File: src/sedd_pkg.sv
`timescale 1ns / 1ps

package sedd_pkg;

    localparam int PIX_W            = 8;
    localparam int IDX_W            = 3;
    localparam int CFG_W            = 11;
    localparam int LINE_WIDTH_RESET = 1024;

    // result buffer
    localparam int OUT_DEPTH = 4;
    localparam int OUT_PTR_W = 2;
    localparam int OUT_CNT_W = 3;

    localparam logic [PIX_W-1:0] PIX_MAX = 8'hFF;

    localparam logic [IDX_W-1:0] IDX_WHITE   = 3'd0;
    localparam logic [IDX_W-1:0] IDX_RED     = 3'd1;
    localparam logic [IDX_W-1:0] IDX_GREEN   = 3'd2;
    localparam logic [IDX_W-1:0] IDX_BLUE    = 3'd3;
    localparam logic [IDX_W-1:0] IDX_CYAN    = 3'd4;
    localparam logic [IDX_W-1:0] IDX_MAGENTA = 3'd5;
    localparam logic [IDX_W-1:0] IDX_YELLOW  = 3'd6;
    localparam logic [IDX_W-1:0] IDX_BLACK   = 3'd7;

    // {red, green, blue} per palette index
    localparam logic [3*PIX_W-1:0] PALETTE [8] = '{
        24'hFFFFFF, 24'hFF0000, 24'h00FF00, 24'h0000FF,
        24'h00FFFF, 24'hFF00FF, 24'hFFFF00, 24'h000000
    };

    typedef struct packed {
        logic [IDX_W-1:0] palette_index;
        logic             row_end;
    } res_t;

    typedef struct packed {
        logic rd_en;
        logic wr_even;
        logic wr_odd;
    } lb_ctrl_t;

    // Nearest entry from the per-channel upper-half decisions {r, g, b}.
    function automatic logic [IDX_W-1:0] pal_index(input logic [2:0] hi);
        logic [IDX_W-1:0] idx;
        unique case (hi)
            3'b111: idx = IDX_WHITE;
            3'b100: idx = IDX_RED;
            3'b010: idx = IDX_GREEN;
            3'b001: idx = IDX_BLUE;
            3'b011: idx = IDX_CYAN;
            3'b101: idx = IDX_MAGENTA;
            3'b110: idx = IDX_YELLOW;
            3'b000: idx = IDX_BLACK;
        endcase
        return idx;
    endfunction

endpackage

File: src/sedd_out_buf.sv
`timescale 1ns / 1ps

// Small result queue between the error loop and the output channel.
module sedd_out_buf (
    input  logic                              clk,
    input  logic                              rst_n,
    input  logic                              push,
    input  sedd_pkg::res_t                    push_data,
    input  logic                              pop,
    output sedd_pkg::res_t                    head,
    output logic [sedd_pkg::OUT_CNT_W-1:0]    count
);

    sedd_pkg::res_t                      ent_reg [sedd_pkg::OUT_DEPTH];
    logic [sedd_pkg::OUT_PTR_W-1:0]      wr_ptr_reg, rd_ptr_reg;
    logic [sedd_pkg::OUT_CNT_W-1:0]      cnt_reg, cnt_next;

    always_comb
    begin
        cnt_next = cnt_reg;
        if (push && !pop)
        begin
            cnt_next = cnt_reg + sedd_pkg::OUT_CNT_W'(1);
        end
        else if (pop && !push)
        begin
            cnt_next = cnt_reg - sedd_pkg::OUT_CNT_W'(1);
        end
    end

    always_ff @(posedge clk or negedge rst_n)
    begin
        if (!rst_n)
        begin
            wr_ptr_reg <= '0;
            rd_ptr_reg <= '0;
            cnt_reg    <= '0;
        end
        else
        begin
            cnt_reg <= cnt_next;
            if (push)
            begin
                wr_ptr_reg <= wr_ptr_reg + sedd_pkg::OUT_PTR_W'(1);
            end
            if (pop)
            begin
                rd_ptr_reg <= rd_ptr_reg + sedd_pkg::OUT_PTR_W'(1);
            end
        end
    end

    always_ff @(posedge clk)
    begin
        if (push)
        begin
            ent_reg[wr_ptr_reg] <= push_data;
        end
    end

    assign head  = ent_reg[rd_ptr_reg];
    assign count = cnt_reg;

endmodule

File: config.mk
export PLATFORM = sky130hd
export DESIGN_NAME = sedd_out_buf
export DESIGN_NICKNAME = d
export VERILOG_FILES = /design/src/sedd_pkg.sv /design/src/sedd_out_buf.sv
export SDC_FILE = /design/constraint.sdc
export NUM_CORES = 1
export LEC_CHECK = 0
export ABC_AREA = 1
export BUFFER_PORTS_ARGS = -buffer_cell sky130_fd_sc_hd__buf_2
export CAP_MARGIN = 20
export CORE_ASPECT_RATIO = 1.1
export CORE_MARGIN = 3
export CORE_UTILIZATION = 31
export DETAILED_ROUTE_END_ITERATION = 8
export HOLD_SLACK_MARGIN = 0.02
export PLACE_DENSITY_LB_ADDON = 0.15
export SYNTH_ARGS = -nofsm -noshare
export SYNTH_HDL_FRONTEND = slang
export SYNTH_SLANG_ARGS = --single-unit
File: constraint.sdc
create_clock -name clk -period 1.5 [get_ports clk]
set_input_delay 0.225 -clock clk [delete_from_list [all_inputs] [get_ports clk]]
set_output_delay 0.225 -clock clk [all_outputs]
set_load 0.02 [all_outputs]
Yosys cells after proc, flatten, opt, wreduce, memory -nomap -nowiden:

Memories as Yosys holds them, arrays and structs flattened.
Index checks and enable logic that the tools add are counted.
W data, S select, Z words.

* multiplexer cells: 4
* $add $sub $neg: 4
* reductions and logical operators: 5

Operators with widths (count)
* $mux W3: 2
* $add A2 B1 Y2 const B: 2
* $add A3 B1 Y3 const B: 1
* $sub A3 B1 Y3 const B: 1
* $logic_and A1 B1 Y1: 2
* $logic_not A1 Y1: 2
* $mux W1: 2
* $reduce_bool A2 Y1: 1

* flip-flop bits (word level): 7
* word-level logic and storage cells: 17
* output and inout bits: 7
* memory bits (writable): 16
* memories kept: 1
* bits of input ports: 8

Memories
* ent_reg: words 4, width 4, read ports 1, clocked after Yosys merged registers in 0, write ports 1, line sedd_out_buf.sv:14 `sedd_pkg::res_t ent_reg [sedd_pkg::OUT_DEPTH];`

Longest topological paths before layout:

Gate-level depths: netlist (run 1).

* depth in word-level cells: 4
* gate-level depth with buffers: 9
* depth with buffers taken out: 9

Least setup slack after synthesis (run 1):

No wires, ideal clock.

* path type: reg-to-reg
* from: reg cnt_reg, in the netlist count[0]
* to: reg cnt_reg, in the netlist count[2]
* required time: 1.383 ns
* setup slack: 0.214 ns
* arrival time: 1.169 ns
* cell stages (with the launch flop): 6
* path buffers: 0
* cell sequence: dfrtp_1 fa_1 nand2_1 nand3_1 nand2_1 nand2_1

* cells in the longest elaborated chain, start to end: 3
* elaborated cells between the ends (all ways): 4

Ends and longest elaborated chain
* from (decl): line sedd_out_buf.sv:16 `logic [sedd_pkg::OUT_CNT_W-1:0] cnt_reg, cnt_next;`
* from (signal assigned): line sedd_out_buf.sv:41 `cnt_reg <= cnt_next;`
* $sub A3 B1 Y3: line sedd_out_buf.sv:27 `cnt_next = cnt_reg - sedd_pkg::OUT_CNT_W'(1);`
* $mux W3: line sedd_out_buf.sv:25 `else if (pop && !push)`
* $mux W3 *: line sedd_out_buf.sv:21 `if (push && !pop)`

Mark *: on every way between the ends. The rest lies on a longest branch, timed or not. The select of a mux whose other input is x is not followed.
A chain may end at the register's enable or synchronous reset.

==> impl_metrics.csv, run 1 <==
group,metric,value,unit
run_status,outcome,"finished with violations",
run_status,violations,"negative setup slack",
synth,syn_inst,91,
final_layout,final_cell_count_no_fill,147,
power_and_ir_drop,p_per_area,1880,mW/mm^2
clock_tree,cts_buffer_depth,2,
sta,rsz0062_at_grt,"yes",
place,hpwl,1.23,mm
clock_tree,insertion_delay,0.31,ns
route,wl_per_cell,11.9,um
grt,grt_max_degree,14,
sta,post-route-period-util,101,%
clock_tree,root_buffer,"clkbuf_4",
sta,hold_viol,0,
final_layout,final_cell_mix,"nand2_1 (25), inv_1 (19), edfxtp_1 (16)",
sta,max_slew_margin,85.7,%
final_layout,final_common_cell,"nand2_1",
synth,ys_warn_count,0,
critical_path,cp_max_fo,6,
critical_path,cp-end-kind,"output port",
critical_path,timing.rr.start,"count[0]",
final_layout,areaGrowthSynthToFinish,18.7,%
sta,worstMarginPinSlew,0.215,ns
floorplan,std_cell_rows,21,
final_layout,largest_reg_flops,16,
power_and_ir_drop,peakVddDrop,463,uV
route,wl,1.75,mm
power_and_ir_drop,combinationalPowerShare,45.2,%
grt,antenna_found_initial,0,
final_layout,diodes,0,
critical_path,cp-startpoint,"rd_ptr_reg[0]",
power_and_ir_drop,sw_frac_of_total,38.2,%
route,drt_pass1_iterations,3,
synth,ys_ff_latch,23,
floorplan,pin_count,15,
power_and_ir_drop,internal_power,1.44,mW
floorplan,core,0.00313,mm^2
clock_tree,htree_levels,1,
synth,synth_area_per_cell,11.5,um^2
sta,setup_slack,-0.0142,ns
clock_tree,cts-buffers-inserted,3,
clock_tree,cts_tree,"built",
critical_path,cp.required,1.27,ns
sta,finalClockSkew,0.00116,ns
job,cap_violations,0,
sta,clock.fmax,660,MHz
critical_path,startpoint_type,"register",
sta,period_minus_slack,1.51,ns
worst_hold_path,holdCritPathClass,"primary input to register",
place,globalplace.congestion,0.654,
final_layout,fin_area,0.00124,mm^2
clock_tree,clk_pin_slew,0.12,ns
place,place_area,0.00114,mm^2
critical_path,worst-setup-path-type,"register to output port",
floorplan,dieArea,0.00410,mm^2
floorplan,die_w,61.4,um
grt,grt-ovfl-total,0,
synth,post_synth_instance_area,0.00104,mm^2
route,drt-initial-drc-count,12,
final_layout,fin_util,39.7,%
synth,synth.distinct_cells,14,
critical_path,ff2ff_setup_slack,0.23,ns
place,place.port_buffers,14,
sta,drv_slew,0,
power_and_ir_drop,seq_power_share,42.6,%
final_layout,drive_gt1_share,22.1,%
clock_tree,clock-sinks,23,
route,route.vias.total,650,
power_and_ir_drop,power.static_leakage,0.594,nW
place,dp_slack,0.104,ns
power_and_ir_drop,power.switching,0.890,mW
sta,hold_ws,0.115,ns
floorplan,fp.dieH,66.9,um
sta,setup_viol,1,
route,ant_nets,0,
grt,grt_usage,10.0,%
final_layout,fin_nets,128,
power_and_ir_drop,p_total,2.33,mW
grt,grt_pass1_wl,2.91,mm
sta,setup_tns,-0.0142,ns
place,dp_cells,138,
power_and_ir_drop,clkPwrFrac,12.2,%
synth,ys_seq_area_share,62.8,%
route,drc,0,
critical_path,arrival,1.29,ns
route,vias_per_cell,4.42,
grt,grt_pass1_vias,649,
synth,synth_nets,105,
floorplan,floorplan.initialDensity,33.4,%
worst_hold_path,min-delay-start,"pop",
==> worst max-delay path, cell delays in order, from the launching register on <==
cell and delay, ns:
dfrtp_2 0.45, buf_6 0.13, o211ai_1 0.15, nand2_1 0.10
buf_6 0.14
==> metal layers <==
metal | track usage, % | vias up | routed length, um
met5 | 0 | - | 0
met4 | 5.57 | 0 | 23
met3 | 1.74 | 4 | 63
met2 | 15.7 | 8 | 878
met1 | 12.7 | 303 | 783
li1 | - | 335 | -
==> power groups by stage <==
stage,logic [mW],clock network [mW],registers [mW]
floorplan,0.626,0,1.02
global placement,0.779,0,1.06
detailed placement,0.791,0,1.06
CTS,1.08,0.300,0.997
global route,1.18,0.326,1.02
finish,1.05,0.285,0.994
==> final timing paths <==
| path | to | depth (start not counted) |
|---|---|---|
| worst max-delay path | head[1] | 4 |
| worst min-delay path | rd_ptr_reg[0] | 2 |
| worst max register to register | count[2] | 5 |
| worst min register to register | count[2] | 2 |
| max in group asynchronous | rd_ptr_reg[0] | 2 |
| min in group asynchronous | wr_ptr_reg[1] | 2 |
==> cell usage after synthesis <==
master	n	area share [%]
fa_1	1	1.9
nand2_1	25	9.0
o211ai_1	8	5.7
xor2_1	3	2.5
nand4_1	1	0.60
xnor2_1	1	0.84
ha_1	5	6.0
dfrtp_1	7	17
o21ai_0	1	0.48
inv_1	20	7.2
buf_8	1	1.4
edfxtp_1	16	46
buf_6	1	1.1
nand3_1	1	0.48
==> final cells by class <==
cell class	instances	area (um^2)
Timing Repair Buffer	20	150
Clock buffer	3	22.5
Inverter	20	75.1
Fill cell	320	1890
Sequential cell	23	657
Tap cell	34	42.5
Clock inverter	1	5.00
Multi-Input combinational cell	46	288
==> cell families (layout without fill, tap and decap cells) <==
logic type | count (synthesis) | count (layout) | share of synthesized area, %
AO/OA/AOI/OAI | 9 | 9 | 6.23
XOR/XNOR | 4 | 4 | 3.35
adder cells (fa/ha/maj) | 6 | 6 | 7.90
buffers and inverters | 22 | 44 | 9.70
flip-flops | 23 | 23 | 62.8
AND/OR/NAND/NOR | 27 | 27 | 10.1
==> timing repair <==
| action | CTS | global route |
|---|---|---|
| gates resized for setup | 13 | 0 |
| hold endpoints to repair | 7 | 0 |
| setup buffers | 4 | 0 |
| pin swaps | 9 | 2 |
| hold buffers | 1 | 0 |
| endpoints found under the setup margin | 4 | 4 |
Note: power is estimated with default switching activity, not from simulation.
==> run 2: changes to the inputs <==
Settings changed: CORE_UTILIZATION 31 to 54.
==> impl_metrics.csv, run 2 (synthesis results as in run 1) <==
group,metric,value,unit
place,dp_slack,0.0985,ns
final_layout,fin_area,0.00122,mm^2
critical_path,r2r_end,"count[2]",
grt,grt_usage,17.6,%
floorplan,pin_count,15,
clock_tree,root_buffer,"clkbuf_4",
final_layout,largest_reg_flops,16,
run_status,outcome,"finished with violations",
worst_hold_path,holdCritPathClass,"primary input to register",
critical_path,startpoint_type,"register",
route,route.vias.total,682,
clock_tree,clk_pin_slew,0.13,ns
clock_tree,cts-buffers-inserted,3,
power_and_ir_drop,p_total,2.38,mW
job,cap_violations,0,
final_layout,fin_util,67.7,%
power_and_ir_drop,peakVddDrop,1160,uV
route,vias_per_cell,5.25,
sta,rsz0062_at_grt,"yes",
sta,clock.fmax,649,MHz
grt,grt_max_degree,13,
floorplan,std_cell_rows,16,
power_and_ir_drop,power.static_leakage,0.589,nW
clock_tree,clock-sinks,23,
clock_tree,cts_tree,"built",
critical_path,cp-startpoint,"rd_ptr_reg[0]",
critical_path,arrival,1.32,ns
sta,period_minus_slack,1.54,ns
critical_path,cp.required,1.27,ns
final_layout,drive_gt1_share,22.3,%
clock_tree,cts_buffer_depth,2,
route,ant_nets,0,
floorplan,dieArea,0.00250,mm^2
sta,worstMarginPinSlew,0.209,ns
critical_path,worst-setup-path-type,"register to output port",
critical_path,cp_max_fo,5,
grt,grt_pass1_vias,660,
sta,drv_slew,0,
route,wl,1.88,mm
critical_path,cp-end-kind,"output port",
run_status,violations,"negative setup slack",
sta,finalClockSkew,0.00895,ns
route,drt_pass1_iterations,4,
critical_path,endpoint,"head[3]",
critical_path,ff2ff_setup_slack,0.23,ns
route,wl_per_cell,14.5,um
floorplan,die_w,47.9,um
final_layout,final_common_cell,"nand2_1",
place,place_area,0.00111,mm^2
place,globalplace.congestion,0.726,
sta,hold_viol,0,
power_and_ir_drop,p_per_area,1950,mW/mm^2
final_layout,areaGrowthSynthToFinish,16.8,%
grt,grt-ovfl-total,0,
place,place.port_buffers,14,
final_layout,fin_nets,127,
grt,grt_pass1_wl,2.88,mm
floorplan,core,0.00180,mm^2
floorplan,fp.dieH,52.1,um
clock_tree,htree_levels,1,
place,hpwl,1.24,mm
sta,setup_slack,-0.0418,ns
final_layout,diodes,0,
route,drt-initial-drc-count,7,
sta,setup_viol,3,
route,drc,0,
critical_path,reg2reg_depth,5,
floorplan,floorplan.initialDensity,58.0,%
critical_path,timing.rr.start,"count[0]",
sta,post-route-period-util,103,%
clock_tree,insertion_delay,0.31,ns
final_layout,final_cell_mix,"nand2_1 (23), inv_1 (19), edfxtp_1 (16)",
sta,max_slew_margin,86.0,%
grt,antenna_found_initial,0,
sta,hold_ws,0.101,ns
-- run 2: cell count changes in the layout (fill, tap and decap cells not counted) --
cell,previous run,this run
clkbuf_1,0,1
nand2_2,0,2
buf_6,6,7
nand2_1,25,23
buf_4,3,1
clkinv_2,1,0
-- run 2: worst min path at each step --
stage | startpoint | endpoint | slack (ns) | cells past startpoint
after floorplan | rst_n | count[0] | -0.07 | 0
after global placement | rst_n | rd_ptr_reg[0] | 0.06 | 1
after detailed placement | rst_n | rd_ptr_reg[0] | 0.07 | 1
after CTS | pop | rd_ptr_reg[0] | 0.1 | 2
after global routing | pop | rd_ptr_reg[0] | 0.09 | 2
final | pop | rd_ptr_reg[0] | 0.10 | 2
-- run 2: area by class of cell --
| cell class | count | area [um^2] |
|---|---|---|
| fill | 144 | 582 |
| timing repair buffer | 19 | 146 |
| sequential | 23 | 657 |
| multi-input combinational | 46 | 293 |
| inverter | 20 | 75.1 |
| clock buffer | 4 | 26.3 |
| tap | 18 | 22.5 |
-- run 2: power by group --
part	switching [mW]	internal [mW]	leakage (nW)
combinational	0.597	0.488	0.345
clock	0.180	0.104	0.0150
sequential	0.143	0.869	0.229
total	0.920	1.46	0.589
-- run 2: stage by stage --
step	instances	TNS (ns)
5_1_grt	130	-0.417
2_1_floorplan	91	0
4_1_cts	130	-0.104
3_5_place_dp	121	0
6_report	130	-0.102
3_3_place_gp	121	0
-- run 2: worst max-delay path, stage by stage, from the launching register on --
cell and delay, ns:
dfrtp_2 0.47, buf_6 0.14, o211ai_1 0.17, nand2_1 0.09
buf_6 0.13
-- run 2: routing by layer --
layer | global-route usage (%) | part of all wire (%)
met1 | 18.4 | 40
met2 | 31.5 | 55
met3 | 3.11 | 2.4
met4 | 9.42 | 2.0
met5 | 0 | 0
-- run 2: timing repair --
item / CTS / global route
hold buffers: 1 / 0
setup buffers: 4 / 0
pin swaps: 7 / 3
resized for setup: 13 / 3
endpoints found under the hold margin: 7 / 0
gates cloned: 0 / 0
setup endpoints to repair: 4 / 4
==> run 3: changes to the inputs <==
Settings changed: CELL_PAD_IN_SITES_DETAIL_PLACEMENT set to 1, CELL_PAD_IN_SITES_GLOBAL_PLACEMENT set to 2, CORE_UTILIZATION 54 to 36.
==> impl_metrics.csv, run 3 (synthesis results as in run 1) <==
group,metric,value,unit
sta,finalClockSkew,0.000525,ns
final_layout,areaGrowthSynthToFinish,17.8,%
place,place.port_buffers,14,
final_layout,drive_gt1_share,20.5,%
power_and_ir_drop,p_per_area,1910,mW/mm^2
clock_tree,cts-buffers-inserted,3,
route,wl_per_cell,13.0,um
sta,post-route-period-util,101,%
job,cap_violations,0,
critical_path,arrival,1.29,ns
clock_tree,clock-sinks,23,
power_and_ir_drop,peakVddDrop,1130,uV
final_layout,diodes,0,
run_status,outcome,"finished with violations",
route,drt_pass1_iterations,3,
floorplan,floorplan.initialDensity,39.6,%
sta,worstMarginPinSlew,0.210,ns
critical_path,cp_max_fo,8,
sta,hold_ws,0.105,ns
floorplan,std_cell_rows,19,
floorplan,fp.dieH,62.5,um
final_layout,fin_nets,127,
power_and_ir_drop,p_total,2.36,mW
critical_path,startpoint_type,"register",
place,dp_cells,135,
sta,setup_slack,-0.0177,ns
sta,clock.fmax,659,MHz
route,route.vias.total,661,
clock_tree,cts_buffer_depth,2,
grt,grt-ovfl-total,0,
final_layout,largest_reg_flops,16,
final_layout,final_cell_count_no_fill,143,
clock_tree,root_buffer,"clkbuf_4",
critical_path,cp.required,1.27,ns
sta,max_slew_margin,86.0,%
sta,rsz0062_at_grt,"yes",
grt,grt_usage,11.5,%
critical_path,cp-end-kind,"output port",
grt,antenna_found_initial,0,
route,wl,1.86,mm
critical_path,worst-setup-path-type,"register to output port",
worst_hold_path,holdCritPathClass,"primary input to register",
clock_tree,cts_tree,"built",
grt,grt_pass1_wl,3.18,mm
grt,grt_max_degree,15,
route,ant_nets,0,
floorplan,dieArea,0.00359,mm^2
power_and_ir_drop,power.static_leakage,0.587,nW
clock_tree,htree_levels,1,
final_layout,final_common_cell,"nand2_1",
floorplan,pin_count,15,
sta,setup_viol,4,
final_layout,final_cell_mix,"nand2_1 (25), inv_1 (20), edfxtp_1 (16)",
run_status,violations,"negative setup slack",
floorplan,core,0.00264,mm^2
route,vias_per_cell,4.62,
route,drc,0,
clock_tree,clk_pin_slew,0.13,ns
sta,hold_viol,0,
place,globalplace.congestion,0.680,
grt,grt_pass1_vias,698,
place,hpwl,1.37,mm
sta,drv_slew,0,
sta,period_minus_slack,1.52,ns
clock_tree,insertion_delay,0.31,ns
final_layout,fin_util,46.7,%
floorplan,die_w,57.4,um
route,drt-initial-drc-count,16,
[run 3: cell types whose count changed in the layout (fill, tap and decap cells not counted)]
cell / previous run / this run
buf_4: 1 / 2
buf_6: 7 / 6
clkbuf_1: 1 / 0
clkinvlp_4: 0 / 1
inv_1: 19 / 20
inv_2: 1 / 0
nand2_1: 23 / 25
nand2_2: 2 / 0
[run 3: critical path: stages (launching register included)]
cell and delay, ns:
dfrtp_2 0.45, buf_6 0.14, o211ai_1 0.16, nand2_1 0.09
buf_6 0.13
[run 3: layer usage]
layer	share of wire, %	global-route usage (%)	vias to the layer above
li1	-	-	335
met1	47	15.2	319
met2	51	18.8	7
met3	2.0	1.86	0
met4	0	4.35	0
met5	0	0	-
[run 3: final timing paths]
check | slack, ns | cells past startpoint | start | endpoint
max in group asynchronous | 1.08 | 2 | rst_n | rd_ptr_reg[0]
setup reg to reg | 0.20 | 5 | count[0] | count[2]
setup / recovery | -0.02 | 4 | rd_ptr_reg[0] | head[3]
min in group asynchronous | 0.26 | 2 | rst_n | rd_ptr_reg[1]
hold reg to reg | 0.54 | 2 | count[2] | count[2]
hold / removal | 0.10 | 2 | pop | rd_ptr_reg[0]
[run 3: stage by stage]
stage          setup WS [ns]  setup TNS, ns  cell area (um^2)
2_1_floorplan          0.214              0              1040
3_3_place_gp          0.0993              0              1130
3_5_place_dp          0.0274              0              1130
4_1_cts              -0.0432         -0.150              1230
5_1_grt               -0.161         -0.539              1230
6_report             -0.0177        -0.0560              1230
[run 3: layout make-up]
cell class	instances	area, um^2
clock buffers	3	22.5
clock inverters	1	7.51
fillers	298	1410
inverters	20	75.1
multi-input cells	46	288
flip-flops and latches	23	657
well taps	31	38.8
repair buffers	19	143
[run 3: what timing repair did]
action,CTS,global route
buffers inserted,3,0
resized for setup,12,0
endpoints found under the hold margin,7,0
pin swaps,7,0
endpoints found under the setup margin,4,4
hold buffers,1,0
[run 3: where the power goes]
| part | switching (mW) | internal (mW) | leakage (nW) |
|---|---|---|---|
| registers | 0.115 | 0.869 | 0.229 |
| clock network | 0.189 | 0.102 | 0.0139 |
| logic | 0.606 | 0.476 | 0.344 |
| total | 0.911 | 1.45 | 0.587 |
